`src/hdl/mmu_pkg.sv`:
```
`timescale 1ns / 1ps
// shared constants, command codes and inter-module structs of the matrix multiply unit
// no dependencies

package mmu_pkg;

  localparam int MAX_SIZE = 64;
  localparam int IDX_W    = $clog2(MAX_SIZE);
  localparam int ADDR_W   = 2 * IDX_W;
  localparam int DEPTH    = MAX_SIZE * MAX_SIZE;
  localparam int DATA_W   = 16;
  localparam int PROD_W   = 2 * DATA_W;
  localparam int ACC_W    = 40;
  localparam int SIZE_W   = 7;
  localparam int CMD_W    = 2;

  typedef enum logic [CMD_W-1:0] {
    CMD_LOAD_A  = 2'd0,
    CMD_LOAD_B  = 2'd1,
    CMD_COMPUTE = 2'd2
  } cmd_e;

  typedef struct packed {
    logic                     en_a;
    logic                     en_b;
    logic [ADDR_W-1:0]        addr_a;
    logic [ADDR_W-1:0]        addr_b;
    logic signed [DATA_W-1:0] data;
  } wr_t;

  typedef struct packed {
    logic              en;
    logic [ADDR_W-1:0] addr_a;
    logic [ADDR_W-1:0] addr_b;
  } rd_t;

  typedef struct packed {
    logic valid;
    logic first;
    logic last;
  } tag_t;

endpackage

```
`src/hdl/mmu_mac.sv`:
```
`timescale 1ns / 1ps
// two-stage multiply-accumulate: registered product, then accumulator with clear on first term
// depends on mmu_pkg

module mmu_mac (
  input  logic                              clk_i,
  input  logic                              rst_ni,
  input  mmu_pkg::tag_t                     tag_i,
  input  logic signed [mmu_pkg::DATA_W-1:0] a_i,
  input  logic signed [mmu_pkg::DATA_W-1:0] b_i,
  output logic signed [mmu_pkg::ACC_W-1:0]  acc_o,
  output logic                              done_o
);
  import mmu_pkg::*;

  tag_t                     tag1_q;
  tag_t                     tag2_q;
  logic signed [PROD_W-1:0] prod_q;
  logic signed [ACC_W-1:0]  acc_q;
  logic signed [ACC_W-1:0]  prod_ext;
  logic                     done_q;

  // tag1 lines up with the registered memory data
  always_ff @(posedge clk_i or negedge rst_ni) begin
    if (!rst_ni) begin
      tag1_q <= '0;
      tag2_q <= '0;
      done_q <= 1'b0;
    end else begin
      tag1_q <= tag_i;
      tag2_q <= tag1_q;
      done_q <= tag2_q.valid & tag2_q.last;
    end
  end

  assign prod_ext = {{(ACC_W-PROD_W){prod_q[PROD_W-1]}}, prod_q};

  always_ff @(posedge clk_i) begin
    if (tag1_q.valid) begin
      prod_q <= a_i * b_i;
    end
    if (tag2_q.valid) begin
      acc_q <= tag2_q.first ? prod_ext : acc_q + prod_ext;
    end
  end

  assign acc_o  = acc_q;
  assign done_o = done_q;

endmodule

```
`config.mk`:
```
export PLATFORM = sky130hd
export DESIGN_NAME = mmu_mac
export DESIGN_NICKNAME = d
export VERILOG_FILES = /design/src/hdl/mmu_pkg.sv /design/src/hdl/mmu_mac.sv
export SDC_FILE = /design/constraint.sdc
export NUM_CORES = 1
export LEC_CHECK = 0
export ABC_AREA = 1
export BUFFER_PORTS_ARGS = -buffer_cell sky130_fd_sc_hd__buf_4
export CAP_MARGIN = 20
export CORE_MARGIN = 1
export CORE_UTILIZATION = 55
export CTS_BUF_LIST = sky130_fd_sc_hd__clkbuf_16
export DETAILED_ROUTE_END_ITERATION = 10
export PLACE_DENSITY_LB_ADDON = 0.05
export SLEW_MARGIN = 25
export SYNTH_ARGS = -nofsm -noshare
export SYNTH_HDL_FRONTEND = slang
export SYNTH_SLANG_ARGS = --single-unit
```
`constraint.sdc`:
```
create_clock -name clk_i -period 2.6 [get_ports clk_i]
set_input_delay 0 -clock clk_i [delete_from_list [all_inputs] [get_ports clk_i]]
set_output_delay 0 -clock clk_i [all_outputs]
set_load 0.01 [all_outputs]
```
* Word level (Yosys, flattened, before mapping)
Cells that the tools add are included.
Word-level totals: bits in registers 79, logic and storage cells 13, output and inout bits 41, input bits 37
Cells by class: bitwise logic cells 1, multipliers 1, mux-type cells 1, add/subtract/negate cells 1
Operator list (number):
- $add 40x32->40 | 1
- $mux 40 | 1
- $mul 16x16->32 | 1
- $and 1x1->1 | 1

* Depth between registers and ports, before layout
Gate-level depths: netlist (run 1).
word-level depth 2, depth in mapped cells 25

* Least setup slack after synthesis (run 1)
OpenSTA, ideal clock, no wires.
path type input -> register, start point input port b_i[5] (netlist name), end point register prod_q[31] (data pin), setup slack -2716 ps, arrival 5063 ps, stages 22, buffers on the path 2, required time 2347 ps, path through clkbuf_1 -> clkbuf_1 -> nand2_1 -> fa_1 -> inv_1 -> fa_1 -> inv_1 -> fa_1 -> fa_1 -> fa_1 -> fa_1 -> inv_1 -> ha_1 -> nand2_1 -> nor3_1 -> nand2_1 -> nor3_1 -> nand2_1 -> nand3_1 -> inv_1 -> nand3_1 -> nand2_1
Between the ends: cells in the longest elaborated chain, start to end 1
RTL lines:
- start: declaration | RTL line mmu_mac.sv:10 | input logic signed [mmu_pkg::DATA_W-1:0] b_i,
- $mul 16x16->32 | RTL line mmu_mac.sv:40 | prod_q <= a_i * b_i;
- end signal: assignment | RTL line mmu_mac.sv:40
- end: declaration | RTL line mmu_mac.sv:18 | logic signed [PROD_W-1:0] prod_q;
No other way between the ends. A chain may end at the register's enable or synchronous reset.

* Worst setup path in the final report (run 1)
start point input port b_i[6] (netlist name), end point register prod_q[30] (data pin)
The elaborated chain is that of the path after synthesis.

==> results of run 1 <==
==> registers in the layout (all words and copies together) (netlist names) <==
register	flops
done_o	1
acc_o	40
prod_q	32
tag2_q	3
tag1_q	3
==> cells in the final DEF, fill, tap and decap left out, types with 17 or more instances in the layout <==
| cell type | count |
|---|---|
| nand2_1 | 626 |
| inv_1 | 474 |
| fa_1 | 239 |
| buf_4 | 209 |
| inv_2 | 86 |
| ha_1 | 81 |
| nor2_1 | 75 |
| nand3_1 | 73 |
| edfxtp_1 | 72 |
| buf_6 | 53 |
| ha_4 | 36 |
| nand2_2 | 35 |
| nand2_4 | 32 |
| a21oi_1 | 28 |
| nor2_4 | 25 |
| fa_2 | 24 |
| nor2_2 | 23 |
| xor2_1 | 23 |
| buf_12 | 19 |
| a21oi_4 | 18 |
| nand4_1 | 17 |
==> per-layer routing <==
layer / vias to the layer above / wire [um] / global-route usage [%] / part of all wire, %
met2: 427 / 24600 / 58.5 / 51
met4: 0 / 2050 / 13.6 / 4.2
li1: 7025 / - / - / -
met1: 7019 / 19600 / 39.6 / 41
met3: 124 / 1920 / 2.57 / 4.0
met5: - / 0 / 0 / 0
==> worst reg2reg max path: stages, from the launching register on <==
cell,delay [ps]
edfxtp_1,480
buf_4,220
ha_1,400
nand2_1,100
nor2_1,160
nand2_1,120
nor2_1,200
nand3_1,210
nand3_1,150
nand2_1,50
nand3_1,70
nand2_1,60
==> kinds of logic after synthesis <==
logic type               synth area share [%]
AND/OR/NAND/NOR                          24.2
flip-flops                               14.2
adder cells (fa/ha/maj)                  41.1
XOR/XNOR                                 1.91
AO/OA/AOI/OAI                            4.15
buffers and inverters                    14.4
==> worst min path at each step <==
| stage | end | from | slack, ps | cells past startpoint |
|---|---|---|---|---|
| detailed placement | done_o$_DFF_PN0_ | rst_ni | -180 | 1 |
| floorplan | done_o$_DFF_PN0_ | rst_ni | -300 | 0 |
| finish | prod_q[0]$_DFFE_PP_ | b_i[0] | 250 | 4 |
| CTS | prod_q[0]$_DFFE_PP_ | a_i[0] | 220 | 4 |
| global route | prod_q[0]$_DFFE_PP_ | a_i[0] | 290 | 4 |
| global placement | done_o$_DFF_PN0_ | rst_ni | -190 | 1 |
==> metrics by stage <==
stage	cells	hold slack [ps]	setup WS (ps)
floorplan	2214	-296	-2220
global placement	2795	-188	-2500
detailed placement	2795	-180	-2600
CTS	2841	221	-2050
global route	2851	286	-2150
finish	2851	248	-2000
==> timing repair <==
action	in CTS	in global routing
endpoints found under the hold margin	10	0
cloned	2	0
gates resized for setup	257	158
hold buffers	5	0
pin swaps	104	101
setup buffers	26	10
endpoints found under the setup margin	28	29
==> cell type report <==
| cell class | count | area, um^2 | share of cell area (%) |
|---|---|---|---|
| flip-flops and latches | 79 | 2340 | 10.9 |
| multi-input cells | 1505 | 13400 | 62.5 |
| well taps | 390 | 488 | 2.27 |
| inverters | 564 | 2120 | 9.90 |
| clock buffers | 11 | 275 | 1.28 |
| clock inverters | 5 | 28.8 | 0.134 |
| repair buffers | 297 | 2800 | 13.0 |
==> cells in the mapped netlist, drive strengths merged, types with 14 or more instances <==
master,count
clkbuf,64
nand3,91
ha,121
xor2,23
a21oi,61
edfxtp,72
nor2,123
nand4,17
nor3,15
or2,14
fa,263
o21ai,29
nand2,696
inv,562
==> impl_results.md, run 1 <==
* Vias per cell at 5.12
* Core area at 29600 um^2
* DP Area at 19300 um^2
* Status: finished with violations
* Cell variety after synth at 41
* Num CTS Buffers at 9
* EDFF count, synth at 72
* Async SR Flop Fraction at 8.86%
* RR Startpoint: prod_q[31]$_DFFE_PP_
* Synth top area cells: fa_1 32%, nand2_1 16%, edfxtp_1 13%, inv_1 13%, ha_1 9.2%
* Post-synthesis cell count at between 2k and 2.5k
* Worst min path class: input pin to flip-flop
* Routability cong. at between 0.9 and 1
* Diodes inserted at 0
* Boundary Pins at 78
* Global Route Usage Sum at 32.3%
* Mapped cell area at 16500 um^2
* CP startpoint: b_i[6]
* Top cell type's share of synthesized area at 31.9%
* CP Max Fanout at 7
* End point of the critical path: prod_q[30]$_DFFE_PP_
* TritonCTS Sinks at 79
* Syn_nets at 2635
* Largest area contributor in the netlist: fa_1
* Nets at 2877
* Final setup vio count at 27
* Drt initial violations at 850
* Reg clk slew, reported paths at roughly 60 ps
* Yosys warnings at 0
* First-pass GRT wire length at 77300 um
* Max-cap violations at 0
* Die area at between 30000 and 40000 um^2
* Worst skew pair latency at about 360 ps
* Ys flop type: edfxtp_1
* Type of origin of the critical path: input pin
* Element type at the critical path end: flip-flop
* Largest net degree at the start of global routing at 42
* Design area at ~21000 um^2
* DRC viols at 0
* CP Data Arrival Time at 4710 ps
* Die Y at 175 um
* Share of cells above drive strength 1 at 27.2%
* Period minus WS final at 4600 ps
* CP peak stage delay at 550 ps
* Final core utilization at 72.6%
* RSZ-0062 raised after global routing: true
* # port buffers at 77
* Layout Skew at approximately 12 ps
* Slew @ Worst Pin at 640 ps
* CTS Buffer Depth at 2
* Antenna violations before repair at 0
* Routed Antenna Nets at 0
* Initial core utilization at a little under three fifths
* Post-Syn Area per Cell at around 7.4 um^2
* CP Class: input pin to flip-flop
* Fillers at 2253
* DP HPWL at 39400 um
* Rel. slew slack at 57.4%
* CP cell instances: buf_12, buf_6, nand2_2, inv_2, fa_1, inv_2, fa_2, fa_1, inv_2, fa_1, fa_1, inv_2, fa_1, inv_2, ha_4, a21o_1, nor2_2, a21boi_2, nand3b_1, nand2_1, nand2_1, nand2_1
* CP top delay family: adder cells
* Worst path required time at approximately 2700 ps
* Total gr overflow at 0
* Sequential fraction of the synthesis area at 14.2%
* WL per Instance at 16.9 um
* Slowest CP cell: fa_1
* Crit path buf inv count at 7
* CTS H-tree depth at 3
* Worst r2r dst: acc_o[37]$_DFFE_PP_
* Max-slew violations at 0
* Rows at 63
* #FFs+latches synth at a little under 80
* Final wirelength at 48200 um
* Vias post-DR at roughly 15k
* Hold Fails Final Rpt at 0
* Total negative slack at -45060 ps
* Period utilization at 177%
* CTS tree: done
* Register-to-register setup slack at 140 ps
* Vias in the first global route at around 15k
* Worst setup margin at -2000 ps
* R2R depth at 11
* CTS Root Cell: clkbuf_16
* Violated checks: negative setup slack
* Die width at 175 um
* Syn-to-layout area delta at 30.2%
* CP Depth at 22
* Achievable Freq at around 220 MHz
* First-pass DRT Iterations at 5
Power of run 1 is not shown: default switching activity piles up to over one toggle a cycle in this logic, so the estimate is an artifact.
==> run 2, diff against run 1 <==
--- a/config.mk
+++ b/config.mk
@@ -8,6 +8,7 @@
 export ABC_AREA = 1
 export BUFFER_PORTS_ARGS = -buffer_cell sky130_fd_sc_hd__buf_4
 export CAP_MARGIN = 20
+export CORE_ASPECT_RATIO = 1.1
 export CORE_MARGIN = 1
 export CORE_UTILIZATION = 55
 export CTS_BUF_LIST = sky130_fd_sc_hd__clkbuf_16
==> impl_results.md, run 2 (synthesis results as in run 1) <==
* Syn-to-layout area delta at 26.8% (was 30.2%)
* Element type at the critical path end: flip-flop (unchanged)
* Initial core utilization at 55.9% (was 55.8%)
* CP Data Arrival Time at 4820 ps (was 4710 ps)
* Final setup vio count at 27 (unchanged)
* Slowest CP cell: fa_1 (unchanged)
* Die width at 167 um (was 175 um)
* Global Route Usage Sum at 31.6% (was 32.3%)
* Core area at 29500 um^2 (was 29600 um^2)
* Hold Fails Final Rpt at 0 (unchanged)
* Type of origin of the critical path: input pin (unchanged)
* Rows at 66 (was 63)
* Nets at 2859 (was 2877)
* Total gr overflow at 0 (unchanged)
* Fillers at 2400 (was 2253)
* Worst min path class: input pin to flip-flop (unchanged)
* Final wirelength at 47300 um (was 48200 um)
* CTS tree: done (unchanged)
* Layout Skew at 12.1 ps (was 11.7 ps)
* Max reg flops at 40 (unchanged)
* Crit path buf inv count at 7 (unchanged)
* Worst path required time at 2700 ps (was 2710 ps)
* Boundary Pins at 78 (unchanged)
* RSZ-0062 raised after global routing: true (unchanged)
* Period minus WS final at 4720 ps (was 4600 ps)
* Largest net degree at the start of global routing at 42 (unchanged)
* CP peak stage delay at 530 ps (was 550 ps)
* Max-cap violations at 0 (unchanged)
* Reg clk slew, reported paths at 60 ps (about the same)
* # port buffers at 77 (unchanged)
* CP Class: input pin to flip-flop (unchanged)
* DP HPWL at 39100 um (was 39400 um)
* CP Max Fanout at 6 (was 7)
* First-pass DRT Iterations at 7 (was 5)
* Rel. slew slack at 38.2% (was 57.4%)
* Most frequent CP cell: fa_1
* Routed Antenna Nets at 0 (unchanged)
* CTS Root Cell: clkbuf_16 (unchanged)
* Slew @ Worst Pin at 921 ps (was 640 ps)
* WL per Instance at 16.8 um (was 16.9 um)
* Vias post-DR at 14.5k (was 14.6k)
* Drt initial violations at 844 (was 850)
* Max-slew violations at 0 (unchanged)
* Diodes inserted at 0 (unchanged)
* TritonCTS Sinks at 79 (unchanged)
* First-pass GRT wire length at 75200 um (was 77300 um)
* Register-to-register setup slack at 170 ps (was 140 ps)
* DP Area at 19100 um^2 (was 19300 um^2)
* Achievable Freq at 212 MHz (was 218 MHz)
* Commonest non-fill, non-tap cells in the layout: 641 x nand2_1, 495 x inv_1, 239 x fa_1, 204 x buf_4, 85 x ha_1 (was 626 x nand2_1, 474 x inv_1, 239 x fa_1, 209 x buf_4, 86 x inv_2)
* Worst setup margin at -2120 ps (was -2000 ps)
* CP cell instances: buf_6, clkinvlp_4, buf_12, or2_4, fa_1, fa_1, inv_1, fa_1, fa_1, fa_1, inv_2, fa_1, inv_2, ha_4, a21o_1, buf_6, a21oi_4, nand2_2, nor2_4, o21ai_2, xor2_1 (was buf_12, buf_6, nand2_2, inv_2, fa_1, inv_2, fa_2, fa_1, inv_2, fa_1, fa_1, inv_2, fa_1, inv_2, ha_4, a21o_1, nor2_2, a21boi_2, nand3b_1, nand2_1, nand2_1, nand2_1)
* Die area at 30700 um^2 (about the same)
* Commonest non-fill, non-tap cell in the layout: nand2_1 (unchanged)
* Worst skew pair latency at 360 ps (about the same)
* Antenna violations before repair at 0 (unchanged)
* Violated checks: negative setup slack (unchanged)
* Status: finished with violations (unchanged)
* Vias per cell at 5.16 (was 5.12)
* Routability cong. at 0.982 (was 0.971)
* CP top delay family: adder cells (unchanged)
* Share of cells above drive strength 1 at 24.8% (was 27.2%)
* CTS Buffer Depth at 2 (unchanged)
* Period utilization at 182% (was 177%)
* DRC viols at 0 (unchanged)
* Design area at 20900 um^2 (was 21500 um^2)
* CTS H-tree depth at 3 (unchanged)
* Die Y at 184 um (was 175 um)
* Vias in the first global route at 15.4k (about the same)
* Num CTS Buffers at 9 (unchanged)
==> run 2: per-stage QoR <==
stage | std cells | TNS, ps | hold WS [ps] | setup WS [ps] | utilization (%)
after CTS | 2802 | -45240 | 137 | -2050 | 69.1
after global routing | 2817 | -50120 | 195 | -2230 | 70.9
final | 2817 | -46620 | 148 | -2120 | 70.9
after detailed placement | 2762 | -58800 | -184 | -2580 | 64.7
after global placement | 2762 | -57620 | -188 | -2510 | 64.7
after floorplan | 2214 | -47460 | -296 | -2220 | -
==> run 2: per-layer routing <==
layer | vias to the layer above | part of all wire, % | GRT usage [%]
met2 | 421 | 53 | 59.8
met4 | 0 | 5.1 | 17.0
met3 | 123 | 3.8 | 1.53
met5 | - | 0 | 0
li1 | 6982 | - | -
met1 | 7020 | 38 | 35.9
==> run 2: repair_timing <==
action / in CTS / in global routing
setup buffers: 19 / 15
endpoints found under the hold margin: 10 / 0
hold buffers: 5 / 0
setup endpoints to repair: 27 / 31
pin swaps: 87 / 79
gates resized for setup: 198 / 107
gates cloned: 1 / 1
==> run 2: final cells by class <==
class / instances / area (um^2) / area share, %
Clock inverter: 5 / 35.0 / 0.168
Clock buffer: 11 / 275 / 1.32
Inverter: 564 / 2130 / 10.2
Multi-Input combinational cell: 1505 / 13200 / 62.9
Tap cell: 374 / 468 / 2.24
Timing Repair Buffer: 279 / 2500 / 12.0
Sequential cell: 79 / 2340 / 11.2
==> run 2: path summary, 6_finish.rpt <==
path | start | end | cells after the start
max | b_i[15] | prod_q[20]$_DFFE_PP_ | 21
min | b_i[0] | prod_q[0]$_DFFE_PP_ | 4
max reg2reg | prod_q[31]$_DFFE_PP_ | acc_o[36]$_DFFE_PP_ | 11
min reg2reg | tag1_q[1]$_DFF_PN0_ | tag2_q[1]$_DFF_PN0_ | 0
max in group asynchronous | rst_ni | tag2_q[0]$_DFF_PN0_ | 3
min in group asynchronous | rst_ni | done_o$_DFF_PN0_ | 3
==> run 2: worst register-to-register path, stage by stage, from the launching register on <==
cell and delay, ps:
edfxtp_1 360, buf_4 180, ha_1 400, nand2_1 130, nor2_1 190, nand2_1 150, nor2_1 160, nand3_1 210
nand3_1 150, nand2_1 60, nand3_1 110, nand2_1 90
Power of run 2 is left out for the same reason.
