### src/hdl/mmu_pkg.sv
`timescale 1ns / 1ps
// shared constants, command codes and inter-module structs of the matrix multiply unit
// no dependencies

package mmu_pkg;

  localparam int MAX_SIZE = 64;
  localparam int IDX_W    = $clog2(MAX_SIZE);
  localparam int ADDR_W   = 2 * IDX_W;
  localparam int DEPTH    = MAX_SIZE * MAX_SIZE;
  localparam int DATA_W   = 16;
  localparam int PROD_W   = 2 * DATA_W;
  localparam int ACC_W    = 40;
  localparam int SIZE_W   = 7;
  localparam int CMD_W    = 2;

  typedef enum logic [CMD_W-1:0] {
    CMD_LOAD_A  = 2'd0,
    CMD_LOAD_B  = 2'd1,
    CMD_COMPUTE = 2'd2
  } cmd_e;

  typedef struct packed {
    logic                     en_a;
    logic                     en_b;
    logic [ADDR_W-1:0]        addr_a;
    logic [ADDR_W-1:0]        addr_b;
    logic signed [DATA_W-1:0] data;
  } wr_t;

  typedef struct packed {
    logic              en;
    logic [ADDR_W-1:0] addr_a;
    logic [ADDR_W-1:0] addr_b;
  } rd_t;

  typedef struct packed {
    logic valid;
    logic first;
    logic last;
  } tag_t;

endpackage

### src/hdl/mmu_ctrl.sv
`timescale 1ns / 1ps
// sequencer: input handshake, load writes, dot product read issue and result register
// depends on mmu_pkg

module mmu_ctrl (
  input  logic                              clk_i,
  input  logic                              rst_ni,
  input  logic [mmu_pkg::SIZE_W-1:0]        n_i,
  input  logic                              in_valid_i,
  output logic                              in_stall_o,
  input  logic [mmu_pkg::CMD_W-1:0]         cmd_i,
  input  logic [mmu_pkg::IDX_W-1:0]         row_i,
  input  logic [mmu_pkg::IDX_W-1:0]         col_i,
  input  logic signed [mmu_pkg::DATA_W-1:0] value_i,
  output mmu_pkg::wr_t                      wr_o,
  output mmu_pkg::rd_t                      rd_o,
  output mmu_pkg::tag_t                     tag_o,
  input  logic signed [mmu_pkg::ACC_W-1:0]  acc_i,
  input  logic                              done_i,
  output logic                              out_valid_o,
  input  logic                              out_stall_i,
  output logic [mmu_pkg::IDX_W-1:0]         out_row_o,
  output logic [mmu_pkg::IDX_W-1:0]         out_col_o,
  output logic signed [mmu_pkg::ACC_W-1:0]  product_value_o,
  output logic                              last_o
);
  import mmu_pkg::*;

  typedef enum logic [1:0] {
    S_IDLE,
    S_ISSUE,
    S_WAIT,
    S_PUSH
  } state_e;

  state_e                  state_q;
  logic [IDX_W-1:0]        row_q;
  logic [IDX_W-1:0]        k_q;
  logic [IDX_W-1:0]        j_q;
  logic                    out_valid_q;
  logic [IDX_W-1:0]        out_row_q;
  logic [IDX_W-1:0]        out_col_q;
  logic signed [ACC_W-1:0] out_value_q;
  logic                    out_last_q;

  logic                    accept;
  logic                    j_last;
  logic                    k_last;
  logic                    slot_free;
  logic                    push;
  logic [SIZE_W-1:0]       n_m1;

  assign in_stall_o = (state_q != S_IDLE);
  assign accept     = in_valid_i & ~in_stall_o;
  assign n_m1       = n_i - SIZE_W'(1);
  assign j_last     = ({1'b0, j_q} == n_m1);
  assign k_last     = ({1'b0, k_q} == n_m1);
  assign slot_free  = ~out_valid_q | ~out_stall_i;
  assign push       = (state_q == S_PUSH) & slot_free;

  always_comb begin
    wr_o        = '0;
    wr_o.addr_a = {row_i, col_i};
    wr_o.addr_b = {col_i, row_i};
    wr_o.data   = value_i;
    if (accept) begin
      case (cmd_i)
        CMD_LOAD_A: wr_o.en_a = 1'b1;
        CMD_LOAD_B: wr_o.en_b = 1'b1;
        default:    ;
      endcase
    end
  end

  always_comb begin
    rd_o.en     = (state_q == S_ISSUE);
    rd_o.addr_a = {row_q, j_q};
    rd_o.addr_b = {k_q, j_q};
    tag_o.valid = rd_o.en;
    tag_o.first = (j_q == '0);
    tag_o.last  = j_last;
  end

  always_ff @(posedge clk_i or negedge rst_ni) begin
    if (!rst_ni) begin
      state_q     <= S_IDLE;
      row_q       <= '0;
      k_q         <= '0;
      j_q         <= '0;
      out_valid_q <= 1'b0;
      out_row_q   <= '0;
      out_col_q   <= '0;
      out_value_q <= '0;
      out_last_q  <= 1'b0;
    end else begin
      if (out_valid_q && !out_stall_i && !push) begin
        out_valid_q <= 1'b0;
      end
      case (state_q)
        S_IDLE: begin
          if (accept && cmd_i == CMD_COMPUTE && {1'b0, row_i} < n_i) begin
            row_q   <= row_i;
            k_q     <= '0;
            j_q     <= '0;
            state_q <= S_ISSUE;
          end
        end
        S_ISSUE: begin
          if (j_last) begin
            state_q <= S_WAIT;
          end else begin
            j_q <= j_q + IDX_W'(1);
          end
        end
        S_WAIT: begin
          if (done_i) begin
            state_q <= S_PUSH;
          end
        end
        S_PUSH: begin
          if (slot_free) begin
            out_valid_q <= 1'b1;
            out_row_q   <= row_q;
            out_col_q   <= k_q;
            out_value_q <= acc_i;
            out_last_q  <= k_last;
            j_q         <= '0;
            if (k_last) begin
              state_q <= S_IDLE;
            end else begin
              k_q     <= k_q + IDX_W'(1);
              state_q <= S_ISSUE;
            end
          end
        end
        default: state_q <= S_IDLE;
      endcase
    end
  end

  assign out_valid_o     = out_valid_q;
  assign out_row_o       = out_row_q;
  assign out_col_o       = out_col_q;
  assign product_value_o = out_value_q;
  assign last_o          = out_last_q;

endmodule

### config.mk
export PLATFORM = sky130hd
export DESIGN_NAME = mmu_ctrl
export DESIGN_NICKNAME = d
export VERILOG_FILES = /design/src/hdl/mmu_pkg.sv /design/src/hdl/mmu_ctrl.sv
export SDC_FILE = /design/constraint.sdc
export NUM_CORES = 1
export LEC_CHECK = 0
export BUFFER_PORTS_ARGS = -buffer_cell sky130_fd_sc_hd__buf_4
export CAP_MARGIN = 40
export CORE_ASPECT_RATIO = 1.75
export CORE_MARGIN = 2
export CORE_UTILIZATION = 40
export CTS_CLUSTER_DIAMETER = 60
export CTS_CLUSTER_SIZE = 16
export DETAILED_ROUTE_END_ITERATION = 6
export PLACE_DENSITY = 0.72
export SLEW_MARGIN = 25
export SYNTH_ARGS = -nofsm -noshare
export SYNTH_HDL_FRONTEND = slang
export SYNTH_SLANG_ARGS = --single-unit
### constraint.sdc
create_clock -name clk_i -period 4.9 [get_ports clk_i]
set_input_delay 0.49 -clock clk_i [delete_from_list [all_inputs] [get_ports clk_i]]
set_output_delay 0.49 -clock clk_i [all_outputs]
set_load 0.005 [all_outputs]
# [Yosys cells after proc, flatten, opt, wreduce, memory -nomap -nowiden]
# Index checks and enable logic that the tools add are counted.
[word_totals] ff_bits=74 in_bits=82 out_inout_bits=125
[classes] n_addsub=3 magnitude_cmp=1 eq_ne=13 muxes=19 bitwise_logic=6 reduce_logical=17
[op_table] cell="two-way mux 6 bit" count=5
[op_table] cell="case mux 6 bit (3 select lines)" count=1
[op_table] cell="equality test 6 x 7 -> 1 bit" count=2
[op_table] cell="adder 6 x 1 -> 6 bit (second input constant)" count=2
[op_table] cell="case mux 6 bit (2 select lines)" count=1
[op_table] cell="AND reduction 4 bit" count=3
[op_table] cell="two-way mux 2 bit" count=5
[op_table] cell="!= test 2 bit (second input constant)" count=5
[op_table] cell="case mux 2 bit (4 select lines)" count=1
[op_table] cell="< comparator 6 x 7 -> 1 bit" count=1
[op_table] cell="subtractor 7 x 1 -> 7 bit (second input constant)" count=1
[op_table] cell="equality test 2 bit (second input constant)" count=3
[op_table] cell="logical NOT 6 bit" count=1
[op_table] cell="two-way mux 1 bit" count=6
[op_table] cell="equality test 2 x 1 -> 1 bit (second input constant)" count=2
[op_table] cell="logical AND 1 bit" count=4
[op_table] cell="logical NOT 2 bit" count=2
[op_table] cell="AND reduction 2 bit" count=2
[op_table] cell="nonzero test 2 bit" count=2
[op_table] cell="inverter 1 bit" count=3
[op_table] cell="nonzero test 3 bit" count=1
[op_table] cell="AND 1 bit" count=2
[op_table] cell="logical NOT 1 bit" count=2
[op_table] cell="!= test 2 x 1 -> 1 bit (second input constant)" count=1
[op_table] cell="bitwise OR 1 bit" count=1

# [Depth between registers and ports, before layout]
# Gate-level depths: netlist (run 1).
[depth] ltp_word=8 mapped_depth=11 mapped_depth_nobuf=9

# [Least setup slack after synthesis (run 1)]
# OpenSTA, ideal clock, no wires.
[synth_path] path_kind="in2reg" startpoint="input n_i[1] in the netlist's numbering" endpoint="register state_q[1]" arrival_time_ps=3057 required_ps=4772 path_slack_ps=1715 cell_stages=10 path_buffers=2 path_cell_list="inv_1 > ha_1 > or3b_1 > buf_2 > o31a_1 > or4_1 > or4_1 > buf_4 > a211oi_2 > mux2_1"
[synth_between] elab_chain_len=4
[synth_rtl] element="from (decl)" line="mmu_ctrl.sv:8" rtl="input logic [mmu_pkg::SIZE_W-1:0] n_i,"
[synth_rtl] element="subtractor 7 x 1 -> 7 bit / < comparator 6 x 7 -> 1 bit (equally long branches)" line="mmu_ctrl.sv:55, mmu_ctrl.sv:101"
[synth_rtl] element="equality test 6 x 7 -> 1 bit / logical AND 1 bit (equally long branches)" line="mmu_ctrl.sv:56, mmu_ctrl.sv:101"
[synth_rtl] element="!= test 2 x 1 -> 1 bit (no line) / != test 2 bit (equally long branches)"
[synth_rtl] element="AND reduction 4 bit (no line) *"
[synth_rtl] element="to (signal assigned)" line="mmu_ctrl.sv:86" rtl="state_q <= S_IDLE;"
[synth_rtl] element="to (signal assigned)" line="mmu_ctrl.sv:105" rtl="state_q <= S_ISSUE;"
[synth_rtl] element="to (signal assigned)" line="mmu_ctrl.sv:110" rtl="state_q <= S_WAIT;"
[synth_rtl] element="to (decl)" line="mmu_ctrl.sv:36" rtl="state_e state_q;"
# Mark *: on every way between the ends. The rest lies on a longest branch, timed or not.
# A chain may end at the register's enable or synchronous reset.

==> impl_metrics.csv, run 1 <==
group,metric,value,unit
floorplan,rows,48,
detailed_routing,drt_first_pass_iters,5,
yosys,syn_area,4000,um^2
clock_network,clockRootBuffer,"clkbuf_16",
timing,slew_headroom,0.545,
timing,fin_skew,0.00789,ns
min_path,holdCritPathClass,"input pin to async pin",
finish,antenna_cells,0,
clock_network,clkTransAtPathRegs,0.06,ns
finish,seq_area,1850,um^2
floorplan,die_h,136,um
critical_path,end_kind,"output port",
finish,drive_gt1_frac,0.328,
floorplan,die_w,79.6,um
clock_network,insertion_delay,0.32,ns
detailed_routing,met2_length,5.70,mm
status,outcome,"complete, no violations",
timing,min_period,3.44,ns
clock_network,postCtsSetupBuffers,0,
detailed_routing,final_antenna_net_count,0,
floorplan,core-area,9790,um^2
yosys,ys_ff_latch,74,
place,preCtsSetupSlack,1.37,ns
floorplan,dieArea,10800,um^2
yosys,netlist_top_cells_count,"169 x nand2_1, 74 x dfrtp_1, 49 x buf_4, 14 x clkbuf_1, 14 x ha_1",
floorplan,start_util,0.408,
yosys,synth_edf_count,0,
yosys,netlist_top_cells_area,"dfrtp_1 46%, nand2_1 16%, buf_4 9.2%, ha_1 4.4%, xnor2_1 2.6%",
clock_network,cts-htree-levels,3,
finish,nets,650,
yosys,async_flop_share,1.00,
global_route,grt_pass1_wl,15.7,mm
yosys,yosys.cell_types.count,49,
detailed_routing,dr_wl_met3,575,um
critical_path,worstPathMaxFanout,8,
timing,period_share,0.703,
detailed_routing,vias,3380,
place,port_buffers,156,
place,dpl_cell_area,4960,um^2
yosys,syn_inst,448,
clock_network,clk_path_buf_depth,2,
yosys,yosysMostFrequentCell,"nand2_1",
clock_network,cts_buffers,9,
clock_network,clock-sinks,74,
yosys,synth_fp_nets,544,
flow_run,maxCapViolCount,0,
finish,num-fill-cells,901,
detailed_routing,drc,0,
clock_network,holdBufCountCts,0,
place,dp_hpwl,7.64,mm
global_route,antenna_found_initial,0,
power_and_ir_drop,power_density,596,nW/um^2
power_and_ir_drop,peakVddDrop,0.309,mV
detailed_routing,top_layer,"met4",
global_route,gr-total-overflow,0,
yosys,synth_top_flop_cell,"dfrtp_1",
yosys,yosysSeqAreaShare,0.463,
detailed_routing,vias_per_cell,4.95,
yosys,avgSynthCellArea,8.92,um^2
global_route,grt_usage,0.187,
finish,multi_input_area,1680,um^2
yosys,synth_top_area_cell,"dfrtp_1",
finish,design_area,5250,um^2
detailed_routing,postRouteWirelength,10.2,mm
floorplan,ios,207,
global_route,first_global_vias,3292,
timing,max_freq,0.290,GHz
critical_path,crit_path_start_kind,"input pin",
critical_path,worst_ep_arrival_time,2.95,ns
critical_path,critical_path_class,"input pin to output port",
timing,setup-violations-final,0,
timing,finalSetupTns,0,ns
timing,drv_slew,0,
yosys,netlist.area_leader.share,0.463,
timing,final-hold-violation-count,0,
timing,setup_ws,1.46,ns
critical_path,crit_required,4.41,ns
finish,syn_to_final_growth,31.5,%
yosys,synth-warning-count,0,
detailed_routing,met1Wirelength,3.67,mm
detailed_routing,wl_per_cell,15.0,um
timing,rsz0062_at_grt,"no",
detailed_routing,drtIter0Drc,225,
clock_network,cts_tree,"yes",
place,gp_congestion,0.850,
timing,worstMarginPinSlew,0.678,ns
global_route,grt_max_degree,52,
power_and_ir_drop,power.leakage,0.00282,uW
clock_network,cts.repair.resized,0,
[per-layer routing]
metal,track usage,vias to the layer above
li1,-,1630
met1,0.204,1595
met2,0.339,128
met3,0.0325,27
met4,0.0939,0
met5,0,-
[critical path, cell delays in order]
cell    delay (ns)
buf_4         0.12
inv_1         0.09
ha_1          0.23
or3b_1        0.45
o31a_1        0.28
or4_1         0.45
or4_1         0.61
inv_2         0.12
buf_4         0.11
[layout make-up]
type / count / share of cell area
repair buffers: 159 / 0.232
inverters: 15 / 0.0107
clock buffers: 10 / 0.0455
flip-flops and latches: 74 / 0.352
multi-input cells: 295 / 0.319
well taps: 125 / 0.0298
clock inverters: 5 / 0.0105
[placed cells by master, fill, tap and decap left out, drive strengths merged, types with 3 or more instances in the layout]
cell type	n
or4	3
dfrtp	74
nand4	4
nor2	6
ha	14
nand3	5
nor2b	4
and3	3
xnor2	12
nand2	169
a211oi	5
o31ai	3
inv	15
xor2	6
o21ai	9
buf	159
nor3	3
mux2	8
nor4	5
a21oi	6
clkbuf	10
[through the flow]
step                      power [uW]  hold slack [ns]  utilization  cells
after floorplan                 1800            0.194            -    448
after detailed placement        2510            0.464        0.507    668
after global placement          2440            0.460        0.503    666
final                           3130            0.108        0.537    683
after global routing            3370            0.145        0.537    683
after CTS                       3180            0.117        0.537    683
[registers in the layout, summed over array words and instances (netlist names)]
register and flops:
j_q 6, k_q 6, last_o 1, out_col_o 6, out_row_o 6, out_valid_o 1
product_value_o 40, row_q 6, state_q 2
[final timing paths]
| check | start | to | slack (ns) | cells after the start |
|---|---|---|---|---|
| setup / recovery | n_i[1] | tag_o[0] | 1.46 | 9 |
| hold / removal | rst_ni | product_value_o[33]$_DFFE_PN0P_ | 0.11 | 1 |
| setup reg to reg | j_q[0]$_DFFE_PN0P_ | state_q[1]$_DFFE_PN0P_ | 2.25 | 6 |
| hold reg to reg | product_value_o[27]$_DFFE_PN0P_ | product_value_o[27]$_DFFE_PN0P_ | 0.47 | 2 |
| max in group asynchronous | rst_ni | state_q[0]$_DFFE_PN0P_ | 4.22 | 2 |
| min in group clk_i | acc_i[39] | product_value_o[39]$_DFFE_PN0P_ | 0.35 | 3 |
[report_power, final]
part           switching [uW]  internal (uW)
Clock                     244            403
Sequential                214            888
Combinational             701            684
[cell families after synthesis]
family | Yosys count | synth area share
fa+ha+maj | 14 | 0.0438
simple gates | 213 | 0.228
compound gates | 40 | 0.0770
flops | 74 | 0.463
buf+inv | 79 | 0.121
xor+xnor | 18 | 0.0394
mux | 10 | 0.0276
No activity file was read; power rests on OpenSTA's default activity.
==> run 2, diff against run 1 <==
- clock period: 4.9 -> 3.4 ns (I/O delays scaled with it)
==> impl_metrics.csv, run 2 (same netlist as run 1, synthesis figures left out) <==
group,metric,value,unit
place,dp_hpwl,8.06,mm
global_route,antenna_found_initial,0,
finish,drive_gt1_frac,0.335,
clock_network,cts_buffers,9,
detailed_routing,final_antenna_net_count,0,
critical_path,crit_path_start_kind,"input pin",
finish,largest_reg_flops,40,
timing,min_period,3.26,ns
detailed_routing,vias_per_cell,5.05,
critical_path,worstPathMaxFanout,5,
power_and_ir_drop,peakVddDrop,0.486,mV
finish,nets,655,
floorplan,die_h,136,um
power_and_ir_drop,power.switching,1690,uW
clock_network,clock-sinks,74,
global_route,grt_max_degree,41,
floorplan,rows,48,
clock_network,clockRootBuffer,"clkbuf_16",
critical_path,critical_path_class,"input pin to output port",
critical_path,crit_path_frequent_cell,"buf_4",
detailed_routing,vias,3478,
critical_path,slowest_stage,"or4_1",
power_and_ir_drop,power.leakage,0.00288,uW
power_and_ir_drop,p_int,3020,uW
clock_network,cts.repair.resized,0,
detailed_routing,wl_per_cell,15.2,um
finish,num-fill-cells,895,
global_route,first_global_vias,3436,
finish,multi_input_area,1680,um^2
min_path,holdCritPathClass,"input pin to async pin",
floorplan,dieArea,10800,um^2
status,outcome,"complete, but fails checks",
critical_path,crit_required,3.06,ns
clock_network,insertion_delay,0.32,ns
detailed_routing,drc,0,
timing,worstMarginPinSlew,0.625,ns
finish,antenna_cells,0,
detailed_routing,drtIter0Drc,168,
power_and_ir_drop,power_density,880,nW/um^2
clock_network,clk_path_buf_depth,2,
clock_network,postCtsSetupBuffers,0,
clock_network,cts_tree,"yes",
power_and_ir_drop,clkPwrFrac,0.223,
timing,slew_headroom,0.581,
power_and_ir_drop,comb_power_share,0.440,
timing,rsz0062_at_grt,"no",
finish,syn_to_final_growth,34.0,%
finish,seq_area,1850,um^2
place,gp_congestion,0.848,
clock_network,cts-htree-levels,3,
power_and_ir_drop,seq_power_share,0.337,
critical_path,worst_ep_arrival_time,2.92,ns
flow_run,maxCapViolCount,0,
critical_path,end_kind,"output port",
floorplan,die_w,79.6,um
global_route,gr-total-overflow,0,
detailed_routing,drt_first_pass_iters,6,
global_route,grt_pass1_wl,16.4,mm
global_route,grt_usage,0.195,
timing,setup_ws,0.139,ns
floorplan,ios,207,
timing,setup-violations-final,0,
critical_path,slowest_delay,0.56,ns
timing,finalSetupTns,0,ns
critical_path,worstPathCellList,"buf_4 > inv_1 > ha_1 > or3b_1 > o31a_1 > or4_1 > or4_1 > buf_4 > inv_2 > buf_4",
status,violations,"hold timing",
finish,final_common_cell,"nand2_1",
floorplan,start_util,0.408,
timing,fin_skew,0.00620,ns
clock_network,clkTransAtPathRegs,0.06,ns
detailed_routing,postRouteWirelength,10.5,mm
clock_network,holdBufCountCts,0,
timing,drv_slew,0,
floorplan,core-area,9790,um^2
timing,whs,-0.0124,ns
finish,final_cell_mix,"168 x nand2_1, 161 x buf_4, 74 x dfrtp_1",
timing,period_share,0.959,
timing,max_freq,0.307,GHz
place,preCtsSetupSlack,0.0551,ns
place,port_buffers,156,
power_and_ir_drop,netSwitchingFraction,0.359,
timing,final-hold-violation-count,11,
-- run 2: worst max-delay path: cells and delay by family --
kind	cells	cell delay, ns
buffers and inverters	5	0.58
adders and majority gates	1	0.23
and+or+nand+nor	3	1.48
AOI/OAI and AO/OA	1	0.30
-- run 2: final cells by class --
type / count / area share
Timing Repair Buffer: 164 / 0.238
Tap cell: 125 / 0.0292
Clock buffer: 12 / 0.0498
Clock inverter: 4 / 0.0135
Multi-Input combinational cell: 295 / 0.313
Sequential cell: 74 / 0.346
Inverter: 15 / 0.0105
-- run 2: final timing paths --
path                                            startpoint                              end  slack [ns]  cells after the start
min reg2reg                product_value_o[23]$_DFFE_PN0P_  product_value_o[23]$_DFFE_PN0P_        0.47                      2
max in group asynchronous                           rst_ni           state_q[1]$_DFFE_PN0P_        2.83                      2
max                                                 n_i[1]                         tag_o[0]        0.14                     10
max reg2reg                             j_q[0]$_DFFE_PN0P_           state_q[1]$_DFFE_PN0P_        0.77                      6
min in group clk_i                               acc_i[18]  product_value_o[18]$_DFFE_PN0P_        0.20                      3
min                                                 rst_ni         out_row_o[1]$_DFFE_PN0P_       -0.01                      1
-- run 2: layer usage --
layer  up-vias  wire length (um)  GRT usage
met1      1661              3770      0.205
met2       139              5790      0.358
met4         0               408      0.105
met3        39               518     0.0339
met5         -                 0          0
li1       1639                 -          -
-- run 2: through the flow --
step,std cells,area (um^2),power [uW],util
3_3_place_gp,670,4950,3550,0.506
2_1_floorplan,448,4000,2600,-
4_1_cts,689,5360,4780,0.547
5_1_grt,689,5360,5070,0.547
3_5_place_dp,673,5020,3710,0.513
6_report,689,5360,4720,0.547
-- run 2: power by group through the flow --
| stage | combinational, uW | sequential (uW) | clock, uW |
|---|---|---|---|
| global placement | 1960 | 1580 | 0 |
| global route | 2310 | 1640 | 1120 |
| detailed placement | 2110 | 1600 | 0 |
| floorplan | 1030 | 1560 | 0 |
| CTS | 2110 | 1590 | 1070 |
| finish | 2070 | 1590 | 1050 |
==> run 3, diff against run 2 <==
- CTS_BUF_LIST: not set -> sky130_fd_sc_hd__clkbuf_16
==> impl_metrics.csv, run 3 (same netlist as run 1, synthesis figures left out) <==
group,metric,value,unit
status,outcome,"complete, but fails checks",
status,violations,"hold timing",
global_route,grt_pass1_wl,16.3,mm
place,port_buffers,156,
detailed_routing,final_antenna_net_count,0,
critical_path,end_kind,"output port",
finish,fin_util,0.544,
timing,rsz0062_at_grt,"no",
floorplan,die_h,136,um
critical_path,worstPathCellList,"buf_4 > inv_1 > ha_1 > or3b_1 > o31a_1 > or4_1 > or4_1 > buf_4 > inv_2 > buf_4",
timing,setup-violations-final,0,
critical_path,slowest_stage,"or4_1",
detailed_routing,drt_first_pass_iters,6,
detailed_routing,vias_per_cell,5.03,
critical_path,worstPathMaxFanout,5,
detailed_routing,vias,3465,
clock_network,cts_tree,"yes",
critical_path,critical_path_class,"input pin to output port",
flow_run,maxCapViolCount,0,
place,gp_congestion,0.848,
floorplan,die_w,79.6,um
detailed_routing,wl_per_cell,15.2,um
timing,min_period,3.27,ns
global_route,antenna_found_initial,0,
clock_network,clock-sinks,74,
finish,final_cell_mix,"168 x nand2_1, 161 x buf_4, 74 x dfrtp_1",
critical_path,crit_required,3.06,ns
global_route,grt_max_degree,41,
finish,antenna_cells,0,
power_and_ir_drop,peakVddDrop,0.486,mV
floorplan,rows,48,
timing,fin_skew,0.00536,ns
finish,largest_reg_flops,40,
finish,final_common_cell,"nand2_1",
timing,slew_headroom,0.584,
finish,nets,655,
clock_network,clk_path_buf_depth,2,
finish,syn_to_final_growth,33.3,%
place,dp_hpwl,8.06,mm
global_route,grt_usage,0.195,
critical_path,slowest_delay,0.56,ns
clock_network,cts_buffers,9,
min_path,holdCritPathClass,"input pin to async pin",
clock_network,postCtsSetupBuffers,0,
global_route,first_global_vias,3435,
finish,drive_gt1_frac,0.330,
timing,whs,-0.0154,ns
timing,max_freq,0.306,GHz
floorplan,ios,207,
timing,final-hold-violation-count,11,
timing,worstMarginPinSlew,0.620,ns
timing,period_share,0.960,
critical_path,crit_path_frequent_cell,"buf_4",
global_route,gr-total-overflow,0,
power_and_ir_drop,power_density,872,nW/um^2
finish,num-fill-cells,897,
detailed_routing,drc,0,
clock_network,cts.repair.resized,0,
floorplan,start_util,0.408,
detailed_routing,postRouteWirelength,10.5,mm
clock_network,insertion_delay,0.32,ns
clock_network,holdBufCountCts,0,
floorplan,core-area,9790,um^2
clock_network,cts-htree-levels,3,
clock_network,clkTransAtPathRegs,0.06,ns
critical_path,worst_ep_arrival_time,2.93,ns
timing,drv_slew,0,
detailed_routing,drtIter0Drc,159,
timing,finalSetupTns,0,ns
power_and_ir_drop,power.leakage,0.00286,uW
critical_path,ff2ff_setup_slack,0.77,ns
floorplan,dieArea,10800,um^2
clock_network,clockRootBuffer,"clkbuf_16",
critical_path,crit_path_start_kind,"input pin",
-- run 3: cell type report --
class / instances / area [um^2] / area share
clock buffers: 9 / 225 / 0.0423
multi-input cells: 295 / 1680 / 0.315
repair buffers: 164 / 1280 / 0.240
inverters: 15 / 56.3 / 0.0106
flip-flops and latches: 74 / 1850 / 0.348
clock inverters: 7 / 83.8 / 0.0157
well taps: 125 / 156 / 0.0294
-- run 3: critical path, delay by kind of cell --
kind	cells	cell delay (ns)
AND/OR/NAND/NOR	3	1.48
AO/OA/AOI/OAI	1	0.30
buffers and inverters	5	0.58
adder cells (fa/ha/maj)	1	0.23
-- run 3: per-stage QoR --
| stage | total power (uW) | hold WS, ns | instance area (um^2) | instances | setup WS (ns) |
|---|---|---|---|---|---|
| after floorplan | 2600 | 0.0444 | 4000 | 448 | 0.365 |
| after global placement | 3550 | 0.461 | 4950 | 670 | 0.167 |
| after detailed placement | 3710 | 0.356 | 5020 | 673 | 0.0551 |
| after CTS | 4710 | 0.000303 | 5330 | 689 | 0.145 |
| after global routing | 5000 | 0.0214 | 5330 | 689 | 0.0841 |
| final | 4650 | -0.0154 | 5330 | 689 | 0.134 |
-- run 3: per-layer routing --
| layer | global-route usage | up-vias | part of all wire |
|---|---|---|---|
| met4 | 0.114 | 0 | 0.045 |
| met3 | 0.0345 | 48 | 0.049 |
| met5 | 0 | - | 0 |
| li1 | - | 1635 | - |
| met2 | 0.354 | 139 | 0.55 |
| met1 | 0.205 | 1643 | 0.36 |
-- run 3: worst paths after layout --
path                                                       from                              end  cells past startpoint
worst max-delay path                                     n_i[1]                         tag_o[0]                     10
worst min-delay path                                     rst_ni         out_row_o[1]$_DFFE_PN0P_                      1
worst max register to register               j_q[0]$_DFFE_PN0P_           state_q[1]$_DFFE_PN0P_                      6
worst min register to register  product_value_o[23]$_DFFE_PN0P_  product_value_o[23]$_DFFE_PN0P_                      2
max in group asynchronous                                rst_ni               j_q[4]$_DFFE_PN0P_                      2
min in group clk_i                                    acc_i[18]  product_value_o[18]$_DFFE_PN0P_                      3
-- run 3: report_power, final --
group / switching, uW / internal [uW]
logic: 1030 / 1040
clock network: 352 / 633
registers: 310 / 1280
total: 1690 / 2960
